[src/vfu_pkg.sv]
// ----------------------------------------------------------------------------
// vfu_pkg
// Shared types and constants for the voxel scale, clamp and mirror core.
// ----------------------------------------------------------------------------
package vfu_pkg;

  localparam int MAX_DIM_DEF = 1024;
  localparam int SIZE_W      = 11;
  localparam int CFG_IDX_W   = 2;
  localparam int SAMPLE_W    = 32;
  localparam int IDX_W       = 30;
  localparam int WORD_W      = 32;
  localparam int QUEUE_DEPTH = 4;

  typedef enum logic [CFG_IDX_W-1:0] {
    REG_SIZE_X = 2'd0,
    REG_SIZE_Y = 2'd1,
    REG_SIZE_Z = 2'd2
  } cfg_reg_e;

  typedef enum logic [1:0] {
    CLS_ZERO = 2'd0,
    CLS_UNF  = 2'd1,
    CLS_OVF  = 2'd2,
    CLS_NUM  = 2'd3
  } val_cls_e;

  typedef struct packed {
    logic [SAMPLE_W-1:0] sample;
    logic [IDX_W-1:0]    idx;
    logic                last;
  } vox_t;

endpackage

[src/vfu_front.sv]
// ----------------------------------------------------------------------------
// vfu_front
// Accepts voxels, tracks the x/y/z position and computes the mirrored
// destination index through a short multiply pipeline.
// ----------------------------------------------------------------------------
module vfu_front #(
  parameter int MAX_DIM = vfu_pkg::MAX_DIM_DEF
) (
  input  logic                         clk_i,
  input  logic                         rst_ni,
  input  logic                         cfg_we_i,
  input  logic [vfu_pkg::CFG_IDX_W-1:0] cfg_idx_i,
  input  logic [vfu_pkg::SIZE_W-1:0]   cfg_wdata_i,
  input  logic                         in_valid_i,
  output logic                         in_ready_o,
  input  logic [vfu_pkg::SAMPLE_W-1:0] in_sample_i,
  output logic                         push_o,
  output vfu_pkg::vox_t                push_data_o,
  input  logic                         full_i
);
  import vfu_pkg::*;

  localparam int DW    = $clog2(MAX_DIM + 1);
  localparam int PW    = (MAX_DIM > 1) ? $clog2(MAX_DIM) : 1;
  localparam int SUM_W = 3 * DW + 1;

  function automatic logic [DW-1:0] eff_size(input logic [SIZE_W-1:0] v);
    logic [31:0] w;
    w = 32'(v);
    if (w == 32'd0) w = 32'd1;
    else if (w > 32'(MAX_DIM)) w = 32'(MAX_DIM);
    return DW'(w);
  endfunction

  logic [DW-1:0] nx_q, ny_q, nz_q;
  logic [PW-1:0] px_q, py_q, pz_q;
  logic          en, acc, cfg_hit;
  logic          x_end, y_end, z_end;

  logic              a_v_q, b_v_q, c_v_q;
  logic [SAMPLE_W-1:0] a_s_q, b_s_q, c_s_q;
  logic              a_l_q, b_l_q, c_l_q;
  logic [DW-1:0]     a_x_q, a_ry_q, a_rz_q, a_nx_q, a_ny_q;
  logic [DW-1:0]     b_x_q, b_rz_q;
  logic [2*DW-1:0]   b_row_q, b_nxny_q;
  logic [2*DW:0]     c_part_q;
  logic [3*DW-1:0]   c_plane_q;

  assign en         = !c_v_q || !full_i;
  assign in_ready_o = en;
  assign acc        = in_valid_i && en;
  assign cfg_hit    = cfg_we_i && (cfg_idx_i == REG_SIZE_X || cfg_idx_i == REG_SIZE_Y ||
                                   cfg_idx_i == REG_SIZE_Z);

  assign x_end = (DW'(px_q) == nx_q - DW'(1));
  assign y_end = (DW'(py_q) == ny_q - DW'(1));
  assign z_end = (DW'(pz_q) == nz_q - DW'(1));

  always_ff @(posedge clk_i or negedge rst_ni) begin
    if (!rst_ni) begin
      nx_q <= DW'(1);
      ny_q <= DW'(1);
      nz_q <= DW'(1);
      px_q <= '0;
      py_q <= '0;
      pz_q <= '0;
    end else if (cfg_hit) begin
      case (cfg_idx_i)
        REG_SIZE_X: nx_q <= eff_size(cfg_wdata_i);
        REG_SIZE_Y: ny_q <= eff_size(cfg_wdata_i);
        REG_SIZE_Z: nz_q <= eff_size(cfg_wdata_i);
        default: ;
      endcase
      px_q <= '0;
      py_q <= '0;
      pz_q <= '0;
    end else if (acc) begin
      if (!x_end) begin
        px_q <= px_q + PW'(1);
      end else begin
        px_q <= '0;
        if (!y_end) begin
          py_q <= py_q + PW'(1);
        end else begin
          py_q <= '0;
          pz_q <= z_end ? '0 : pz_q + PW'(1);
        end
      end
    end
  end

  always_ff @(posedge clk_i or negedge rst_ni) begin
    if (!rst_ni) begin
      a_v_q <= 1'b0;
      b_v_q <= 1'b0;
      c_v_q <= 1'b0;
    end else if (en) begin
      a_v_q <= in_valid_i;
      b_v_q <= a_v_q;
      c_v_q <= b_v_q;
    end
  end

  always_ff @(posedge clk_i) begin
    if (en) begin
      a_s_q     <= in_sample_i;
      a_l_q     <= x_end && y_end && z_end;
      a_x_q     <= DW'(px_q);
      a_ry_q    <= ny_q - DW'(1) - DW'(py_q);
      a_rz_q    <= nz_q - DW'(1) - DW'(pz_q);
      a_nx_q    <= nx_q;
      a_ny_q    <= ny_q;
      b_s_q     <= a_s_q;
      b_l_q     <= a_l_q;
      b_x_q     <= a_x_q;
      b_rz_q    <= a_rz_q;
      b_row_q   <= (2*DW)'(a_ry_q) * (2*DW)'(a_nx_q);
      b_nxny_q  <= (2*DW)'(a_nx_q) * (2*DW)'(a_ny_q);
      c_s_q     <= b_s_q;
      c_l_q     <= b_l_q;
      c_part_q  <= (2*DW+1)'(b_x_q) + (2*DW+1)'(b_row_q);
      c_plane_q <= (3*DW)'(b_rz_q) * (3*DW)'(b_nxny_q);
    end
  end

  assign push_o             = c_v_q && !full_i;
  assign push_data_o.sample = c_s_q;
  assign push_data_o.last   = c_l_q;
  assign push_data_o.idx    = IDX_W'(SUM_W'(c_part_q) + SUM_W'(c_plane_q));

endmodule

[src/vfu_queue.sv]
// ----------------------------------------------------------------------------
// vfu_queue
// Small FIFO that decouples index generation from the value datapath.
// ----------------------------------------------------------------------------
module vfu_queue (
  input  logic          clk_i,
  input  logic          rst_ni,
  input  logic          push_i,
  input  vfu_pkg::vox_t push_data_i,
  output logic          full_o,
  input  logic          pop_i,
  output logic          empty_o,
  output vfu_pkg::vox_t head_o
);
  import vfu_pkg::*;

  localparam int AW = $clog2(QUEUE_DEPTH);

  vox_t          mem_q [QUEUE_DEPTH];
  logic [AW-1:0] wp_q, rp_q;
  logic [AW:0]   cnt_q;

  assign full_o  = (cnt_q == (AW+1)'(QUEUE_DEPTH));
  assign empty_o = (cnt_q == '0);
  assign head_o  = mem_q[rp_q];

  always_ff @(posedge clk_i) begin
    if (push_i) mem_q[wp_q] <= push_data_i;
  end

  always_ff @(posedge clk_i or negedge rst_ni) begin
    if (!rst_ni) begin
      wp_q  <= '0;
      rp_q  <= '0;
      cnt_q <= '0;
    end else begin
      if (push_i) wp_q <= wp_q + AW'(1);
      if (pop_i)  rp_q <= rp_q + AW'(1);
      if (push_i && !pop_i)      cnt_q <= cnt_q + (AW+1)'(1);
      else if (!push_i && pop_i) cnt_q <= cnt_q - (AW+1)'(1);
    end
  end

endmodule

[src/vfu_back.sv]
// ----------------------------------------------------------------------------
// vfu_back
// Multiplies by ten with nearest-even rounding, clamps, rounds half-up to
// an unsigned word, byte-swaps and drives the output register.
// ----------------------------------------------------------------------------
module vfu_back (
  input  logic                       clk_i,
  input  logic                       rst_ni,
  input  logic                       empty_i,
  input  vfu_pkg::vox_t              head_i,
  output logic                       pop_o,
  output logic                       m_tvalid_o,
  input  logic                       m_tready_i,
  output logic [vfu_pkg::IDX_W-1:0]  idx_o,
  output logic [vfu_pkg::WORD_W-1:0] word_o,
  output logic                       ovf_o,
  output logic                       unf_o,
  output logic                       last_o
);
  import vfu_pkg::*;

  logic        en;
  logic        sgn, is_nan, is_inf;
  logic [7:0]  ex;
  logic [22:0] fr;
  logic [23:0] mant, keep;
  logic [27:0] prod;
  logic        g, rest, rup;
  logic [24:0] m_d;
  logic signed [9:0] k_d;
  val_cls_e    cls_d;

  logic              r_v_q;
  logic [24:0]       r_m_q;
  logic signed [9:0] r_k_q;
  val_cls_e          r_cls_q;
  logic [IDX_W-1:0]  r_idx_q;
  logic              r_l_q;

  logic              big;
  logic [9:0]        s;
  logic [25:0]       rnd;
  logic [31:0]       w;

  assign en    = !m_tvalid_o || m_tready_i;
  assign pop_o = en && !empty_i;

  always_comb begin
    sgn    = head_i.sample[31];
    ex     = head_i.sample[30:23];
    fr     = head_i.sample[22:0];
    mant   = {1'b1, fr};
    prod   = (28'(mant) << 3) + (28'(mant) << 1);
    if (prod[27]) begin
      keep = prod[27:4];
      g    = prod[3];
      rest = |prod[2:0];
      k_d  = $signed({2'b00, ex}) - 10'sd146;
    end else begin
      keep = prod[26:3];
      g    = prod[2];
      rest = |prod[1:0];
      k_d  = $signed({2'b00, ex}) - 10'sd147;
    end
    rup    = g && (rest || keep[0]);
    m_d    = 25'(keep) + 25'(rup);
    is_nan = (ex == 8'hff) && (fr != '0);
    is_inf = (ex == 8'hff) && (fr == '0);
    if (is_nan)                                 cls_d = CLS_UNF;
    else if (sgn && (ex != '0 || fr != '0))     cls_d = CLS_UNF;
    else if (ex == '0)                          cls_d = CLS_ZERO;
    else if (is_inf)                            cls_d = CLS_OVF;
    else                                        cls_d = CLS_NUM;
  end

  always_ff @(posedge clk_i) begin
    if (en) begin
      r_m_q   <= m_d;
      r_k_q   <= k_d;
      r_cls_q <= cls_d;
      r_idx_q <= head_i.idx;
      r_l_q   <= head_i.last;
    end
  end

  always_comb begin
    big = (r_k_q >= 10'sd9) || (r_k_q == 10'sd8 && r_m_q[24]);
    s   = 10'(-r_k_q);
    rnd = '0;
    w   = '0;
    if (r_k_q >= 10'sd0) begin
      w = 32'(r_m_q) << r_k_q[3:0];
    end else if (s <= 10'd25) begin
      rnd = 26'(r_m_q) + (26'd1 << (s[4:0] - 5'd1));
      w   = 32'(rnd >> s[4:0]);
    end
  end

  always_ff @(posedge clk_i or negedge rst_ni) begin
    if (!rst_ni) begin
      r_v_q      <= 1'b0;
      m_tvalid_o <= 1'b0;
    end else if (en) begin
      r_v_q      <= !empty_i;
      m_tvalid_o <= r_v_q;
    end
  end

  always_ff @(posedge clk_i) begin
    if (en) begin
      idx_o  <= r_idx_q;
      last_o <= r_l_q;
      case (r_cls_q)
        CLS_UNF: begin
          word_o <= '0;
          ovf_o  <= 1'b0;
          unf_o  <= 1'b1;
        end
        CLS_OVF: begin
          word_o <= '1;
          ovf_o  <= 1'b1;
          unf_o  <= 1'b0;
        end
        CLS_NUM: begin
          word_o <= big ? '1 : {w[7:0], w[15:8], w[23:16], w[31:24]};
          ovf_o  <= big;
          unf_o  <= 1'b0;
        end
        default: begin
          word_o <= '0;
          ovf_o  <= 1'b0;
          unf_o  <= 1'b0;
        end
      endcase
    end
  end

endmodule

[src/voxel_float_to_uint_flip_core.sv]
// ----------------------------------------------------------------------------
// voxel_float_to_uint_flip_core
// Scales single-precision voxels by ten, clamps and rounds them to byte-swapped
// unsigned words, and tags each with its y/z-mirrored destination index.
// ----------------------------------------------------------------------------
// One voxel per cycle sustained while the queue has room, x fastest, then y,
// then z. An input transaction passes the index multiply pipeline stages
// a, b and c, the queue, a register after multiply-by-ten and rounding, and
// the output register after clamping. The four-entry queue lets either side
// stall independently. Writing any size register restarts the volume at the
// origin; a size of 0 acts as 1, a size above MAX_DIM acts as MAX_DIM.
module voxel_float_to_uint_flip_core #(
  parameter int MAX_DIM = vfu_pkg::MAX_DIM_DEF
) (
  input  logic                          clk_i,
  input  logic                          rst_ni,
  input  logic                          cfg_we_i,
  input  logic [vfu_pkg::CFG_IDX_W-1:0] cfg_idx_i,
  input  logic [vfu_pkg::SIZE_W-1:0]    cfg_wdata_i,
  input  logic                          s_axis_tvalid,
  output logic                          s_axis_tready,
  input  logic [31:0]                   s_axis_tdata,   // [31:0] sample_bits
  output logic                          m_axis_tvalid,
  input  logic                          m_axis_tready,
  output logic [63:0]                   m_axis_tdata,   // [29:0] dest_index, [61:30] out_word
  output logic [1:0]                    m_axis_tuser,   // [0] overflow, [1] underflow
  output logic                          m_axis_tlast
);
  import vfu_pkg::*;

  logic             push, full, pop, empty, ovf, unf;
  vox_t             push_data, head;
  logic [IDX_W-1:0] idx;
  logic [WORD_W-1:0] word;

  vfu_front #(.MAX_DIM(MAX_DIM)) u_front (
    .clk_i       (clk_i),
    .rst_ni      (rst_ni),
    .cfg_we_i    (cfg_we_i),
    .cfg_idx_i   (cfg_idx_i),
    .cfg_wdata_i (cfg_wdata_i),
    .in_valid_i  (s_axis_tvalid),
    .in_ready_o  (s_axis_tready),
    .in_sample_i (s_axis_tdata),
    .push_o      (push),
    .push_data_o (push_data),
    .full_i      (full)
  );

  vfu_queue u_queue (
    .clk_i       (clk_i),
    .rst_ni      (rst_ni),
    .push_i      (push),
    .push_data_i (push_data),
    .full_o      (full),
    .pop_i       (pop),
    .empty_o     (empty),
    .head_o      (head)
  );

  vfu_back u_back (
    .clk_i      (clk_i),
    .rst_ni     (rst_ni),
    .empty_i    (empty),
    .head_i     (head),
    .pop_o      (pop),
    .m_tvalid_o (m_axis_tvalid),
    .m_tready_i (m_axis_tready),
    .idx_o      (idx),
    .word_o     (word),
    .ovf_o      (ovf),
    .unf_o      (unf),
    .last_o     (m_axis_tlast)
  );

  assign m_axis_tdata = {2'b00, word, idx};
  assign m_axis_tuser = {unf, ovf};

endmodule

[config.mk]
export PLATFORM = sky130hd
export DESIGN_NAME = voxel_float_to_uint_flip_core
export DESIGN_NICKNAME = d
export VERILOG_FILES = /design/src/vfu_pkg.sv /design/src/vfu_front.sv /design/src/vfu_queue.sv /design/src/vfu_back.sv /design/src/voxel_float_to_uint_flip_core.sv
export SDC_FILE = /design/constraint.sdc
export NUM_CORES = 2
export LEC_CHECK = 0
export CAP_MARGIN = 5
export CORE_UTILIZATION = 40
export CTS_BUF_LIST = sky130_fd_sc_hd__clkbuf_4 sky130_fd_sc_hd__clkbuf_8
export DETAILED_ROUTE_END_ITERATION = 8
export DONT_BUFFER_PORTS = 1
export HOLD_SLACK_MARGIN = 0.12
export SETUP_SLACK_MARGIN = 0.4
export SLEW_MARGIN = 30
export SYNTH_ARGS = -nofsm -noshare
export SYNTH_HDL_FRONTEND = slang
export SYNTH_SLANG_ARGS = --single-unit
[constraint.sdc]
create_clock -name clk_i -period 13.6 [get_ports clk_i]
set_clock_uncertainty 0.05 [all_clocks]
set_input_delay 2.72 -clock clk_i [delete_from_list [all_inputs] [get_ports clk_i]]
set_output_delay 2.72 -clock clk_i [all_outputs]
set_load 0.01 [all_outputs]
# == After elaboration in Yosys (flattened, before gate mapping) ==
# Memory sizes are Yosys's and may differ from the RTL's.
# Index checks and enable logic that the tools add are counted.
# totals
ff_bits,479
ramBits,252
in_bits,50
output_inout_bits,69
wordCells,161
n_memories,1
# classes
addsub,21
mul,3
order_cmp,4
n_eq_ne,11
shift,3
mux,30
reduce_logical,46
# memory_table
memory,words,width,rd,rd_clocked_by_memory_dff,write_ports,line,rtl
u_queue.mem_q,4,63,1,0,1,vfu_queue.sv:19,vox_t mem_q [QUEUE_DEPTH];
# ops
operator,n
$mux W10,13
$mux W32,3
$pmux W32 S2,1
$mul A11 B11 Y22,2
$eq A10 B11 Y1,3
$sub A11 B1 Y11 const B,3
$shl A25 B4 Y32,1
$shr A26 B5 Y32,1
$add A10 B1 Y10 const B,3
$add A23 B30 Y30,1
$mul A11 B22 Y30,1
$add A27 B25 Y28,1
$add A25 B26 Y26,1
$shl A1 B5 Y26 const A,1
$add A24 B1 Y25,1
$mux W24,1
$add A10 B22 Y23,1
$logic_not A23 Y1,1
$reduce_bool A23 Y1,1
$mux W11,2
$sub A11 B10 Y11,2
$sub A8 B8 Y9 const B,2
$logic_and A1 B1 Y1,13
$gt A11 B11 Y1 const B,1
28 further kinds,58

# == Depth between registers and ports, before layout ==
# logic_depth
depth_word,9
mapped_depth,27
depth_no_buf,22

# == Modules after synthesis ==
# A second synthesis with hierarchy kept.
# unflattened
hier_cells,4739
area_unflattened_um2,52122.5
# by_module_without_submodules
module,n_inst,cells_per_inst,area_per_inst_um2,seq_area_each_um2
vfu_front,1,2889,29753.5,9793.1
vfu_back,1,1482,12848.6,4013.8
vfu_queue,1,363,9486.6,7742.4
voxel_float_to_uint_flip_core,1,5,33.8,0.0

# == Least setup slack after synthesis ==
# No wires, ideal clock.
# synth_timing
path_kind,flip-flop to flip-flop
startpoint,reg u_queue.cnt_q[0]
endpoint,reg u_front.pz_q[9]
setup_time_ps,132
t_arrival_ps,9921
setup_slack_ps,3497
stages_incl_launch_ff,10
path_buffers,0
period_less_slack_ps,10103
path_cell_list,dfrtp_1 -> nor2_1 -> nand3_1 -> nand2_1 -> o21ai_2 -> and2b_2 -> and4_1 -> nand4_1 -> xnor2_1 -> nor2_1
# synth_between
elab_chain_cells,6
# synth_rtl
item,line,rtl
from (decl),vfu_queue.sv:21,logic [AW:0] cnt_q;
from (signal assigned),vfu_queue.sv:39,if (push_i && !pop_i) cnt_q <= cnt_q + (AW+1)'(1);
from (signal assigned),vfu_queue.sv:40,else if (!push_i && pop_i) cnt_q <= cnt_q - (AW+1)'(1);
$eq A3 B3 Y1,vfu_queue.sv:23,assign full_o = (cnt_q == (AW+1)'(QUEUE_DEPTH));
$logic_not A1 Y1,vfu_front.sv:49,assign en = !c_v_q || !full_i;
$logic_or A1 B1 Y1,vfu_front.sv:49,
named net s_axis_tready,voxel_float_to_uint_flip_core.sv:21,"output logic s_axis_tready,"
$logic_and A1 B1 Y1,vfu_front.sv:51,assign acc = in_valid_i && en;
$reduce_bool A2 Y1 (no line),-,
$reduce_and A3 Y1 (no line),-,
to (signal assigned),vfu_front.sv:86,pz_q <= z_end ? '0 : pz_q + PW'(1);
to (decl),vfu_front.sv:36,"logic [PW-1:0] px_q, py_q, pz_q;"
# The timed path passes the listed nets, and every way through them passes these cells.
# A chain may end at the register's enable or synchronous reset.

# == Final worst setup path ==
# layout_timing
startpoint,reg u_back.r_k_q[1]
endpoint,reg u_back.word_o[16] in the netlist's numbering (data pin)
# layout_between
elab_chain_cells,9
elab_cells_between_ends,16
# layout_rtl
item,line,rtl
from (decl),vfu_back.sv:35,logic signed [9:0] r_k_q;
from (signal assigned),vfu_back.sv:79,r_k_q <= k_d;
$neg A10 Y10,vfu_back.sv:88,s = 10'(-r_k_q);
$sub A5 B1 Y5,vfu_back.sv:94,rnd = 26'(r_m_q) + (26'd1 << (s[4:0] - 5'd1));
$shl A1 B5 Y26,vfu_back.sv:94,
$add A25 B26 Y26,vfu_back.sv:94,
$shr A26 B5 Y32,vfu_back.sv:95,w = 32'(rnd >> s[4:0]);
$mux W32,vfu_back.sv:93,end else if (s <= 10'd25) begin
$mux W32,vfu_back.sv:91,if (r_k_q >= 10'sd0) begin
$mux W32 (*),vfu_back.sv:125,"word_o <= big ? '1 : {w[7:0], w[15:8], w[23:16], w[31:24]};"
$pmux W32 S2 (*),vfu_back.sv:113,case (r_cls_q)
to (signal assigned),vfu_back.sv:125,
to (decl),vfu_back.sv:15,"output logic [vfu_pkg::WORD_W-1:0] word_o,"
# Mark *: on every way between the ends. The rest lies on a longest branch, timed or not.

==> flow_summary.yaml <==
finish:
  final_common_cell: "edfxtp_1"
  drive_gt1_frac: 0.0841
  fin_nets: 5000
  most-common-layout-cells: "edfxtp_1, nand2_1, inv_1"
  area_growth_pct: 8.25
sta:
  finalWorstSetupSlack_ps: 6230
  drv_slew: 0
  period_needed_ps: 7370
  fin_tns_setup_ps: 0
  max-slew-margin-rel: 0.345
  rsz0062_at_grt: "no"
  setup_viol: 0
  fmax_ghz: 0.136
  fin_crit_sh: 0.542
  hold_viol_final: 0
  tightest_slew_ps: 983
critical_path:
  critPathArrivalTime_ps: 7860
  worstReg2RegStart: "u_back.r_k_q[1]"
  cp-startpoint: "u_back.r_k_q[1]"
  worstSetupStartpointType: "register"
  required_ps: 14090
  cp_max_fo: 38
  crit_type: "reg2reg"
  cp-end-kind: "register"
synthesis:
  synth-seq-area-share: 0.434
  synth.area.top_cells: "edfxtp_1, fa_1, ha_1"
  synthArstFlopShare: 0.103
  synth_area_per_cell_um2: 11.5
  synth_warnings: 0
  ys.flop_type: "edfxtp_1"
  synth_area_um2: 49600
  synth_edf_count: 655
  synth_seq_cells: 730
  synth_area_leader_cell: "edfxtp_1"
  synth_top_area_frac: 0.396
  netlist-cell-type-count: 87
  netlist_instances: 4332
global_route:
  grt_pass1_wl_um: 182000
  grt_max_degree: 77
  antenna_found_initial: 5
  grt_util_met2: 0.287
  busiest_layer: "met2"
  grt_usage: 0.182
  use_met1: 0.259
  met3_usage: 0.0293
  first_global_vias: 32300
  grt-ovfl-total: 0
place:
  gp_congestion: 0.919
  io_buffer_count: 0
  dp_hpwl_um: 84100
  place_ws_ps: 6340
clocking:
  cts_htree_levels: 3
  worstSkewPairLatency_ps: 810
  clock_tree.root_cell: "clkbuf_8"
  cts_made_buffers: 120
  clock-sinks: 730
  cts_resized: 0
  cts.clk_slew.worst_paths_ps: 70
  ctsHoldBuffers: 0
  cts_tree: "built"
  cts_setup_buffers: 0
  max-clock-path-buffers: 3
route:
  num_vias: 31500
  via_per_inst: 5.23
  drt-total-wl_um: 113000
  ant_nets: 0
  firstDrtPassIters: 6
  drtIter0Drc: 2111
  wl_per_cell_um: 18.7
  route.detailed.drc: 0
job:
  cap_violations: 0
floorplan:
  io_pins: 119
  core_um2: 122000
  die_area_um2: 125000
  start_util: 0.406
  die_w_um: 354
  die_h_um: 354
  num_rows: 128
outcome:
  status: "finished clean"
hold_path:
  hold_path.class: "reg2reg"
  worstHoldStart: "u_front.a_s_q[15]"
==> synth_stat cells, drive strengths merged (40+ instances only) <==
| cell type | count |
|---|---|
| a21o | 45 |
| a21oi | 156 |
| and2 | 241 |
| clkbuf | 158 |
| dfrtp | 72 |
| edfxtp | 655 |
| fa | 344 |
| ha | 300 |
| inv | 431 |
| mux2i | 43 |
| mux4 | 82 |
| nand2 | 485 |
| nand2b | 40 |
| nand3 | 75 |
| nor2 | 233 |
| nor3 | 65 |
| o21ai | 158 |
| xnor2 | 167 |
| xor2 | 79 |
==> flip-flops by register name, summed over array words and instances (netlist names), 11 cells and up <==
name and count:
u_front.b_s_q 32, u_front.c_part_q 23, u_front.c_plane_q 30, u_queue.mem_q 252
u_back.r_m_q 25, u_front.b_rz_q 11, u_back.word_o 32, u_front.a_nx_q 11
u_front.a_ny_q 11, u_front.a_ry_q 11, u_front.b_row_q 22, u_front.a_s_q 32
u_front.c_s_q 32, u_front.nx_q 11, u_front.nz_q 11, u_front.a_rz_q 11
u_back.r_idx_q 30, u_front.b_nxny_q 22, u_back.idx_o 30, u_front.ny_q 11
==> kinds of logic after synthesis <==
group,share of synthesized area
and+or+nand+nor,0.128
DFF,0.434
xor gates and xnor gates,0.0436
adders and majority gates,0.214
muxes,0.0497
other,0.0000756
buffers and inverters,0.0469
AOI/OAI and AO/OA,0.0830
==> critical path, cell delays in order (launching register included) <==
cell and delay (ps):
edfxtp_1 330, buf_4 400, inv_1 170, ha_1 780
inv_2 350, nand2_1 270, nor2_1 120, xnor2_1 550
nand2b_1 230, nor2_1 150, ha_1 200, fa_1 240
a211oi_1 110, o211ai_1 290, nand4_1 300, a2111oi_0 820
mux2i_1 390, nand2_1 120, mux4_2 520, mux2_2 310
a221oi_1 280, o21ai_0 100
==> worst paths after layout <==
kind	endpoint	slack, ps	cells after the start
max	u_back.word_o[16]	6230	21
min	u_front.b_s_q[15]	350	0
max reg2reg	u_back.word_o[16]	6230	21
min reg2reg	u_front.b_s_q[15]	350	0
max in group asynchronous	u_front.nz_q[0]	11730	0
min in group asynchronous	u_front.py_q[8]	1550	0
==> layout make-up <==
class | instances | area [um^2]
antenna | 5 | 12.5
fill | 11400 | 68600
inverter | 431 | 1620
multi-input combinational | 2987 | 25800
timing repair buffer | 36 | 290
sequential | 730 | 21600
clock buffer | 166 | 2020
clock inverter | 48 | 397
tap | 1625 | 2030
==> stage by stage <==
stage          instances  hold slack (ps)  cell area, um^2   util
6_report            6028              346            53700  0.439
5_1_grt             6024              350            53700  0.439
4_1_cts             6021              345            53700  0.439
3_5_place_dp        5807              355            51300  0.419
3_3_place_gp        5807              353            51200  0.419
2_1_floorplan       4333              350            49600      -
==> routing by layer <==
metal	part of all wire	wire, um
met3	0.052	5850
met1	0.48	54000
met4	0.020	2260
met2	0.45	50600
met5	0.00047	53
Power is not shown: default switching activity piles up to over one toggle a cycle in this logic, so the estimate is an artifact.
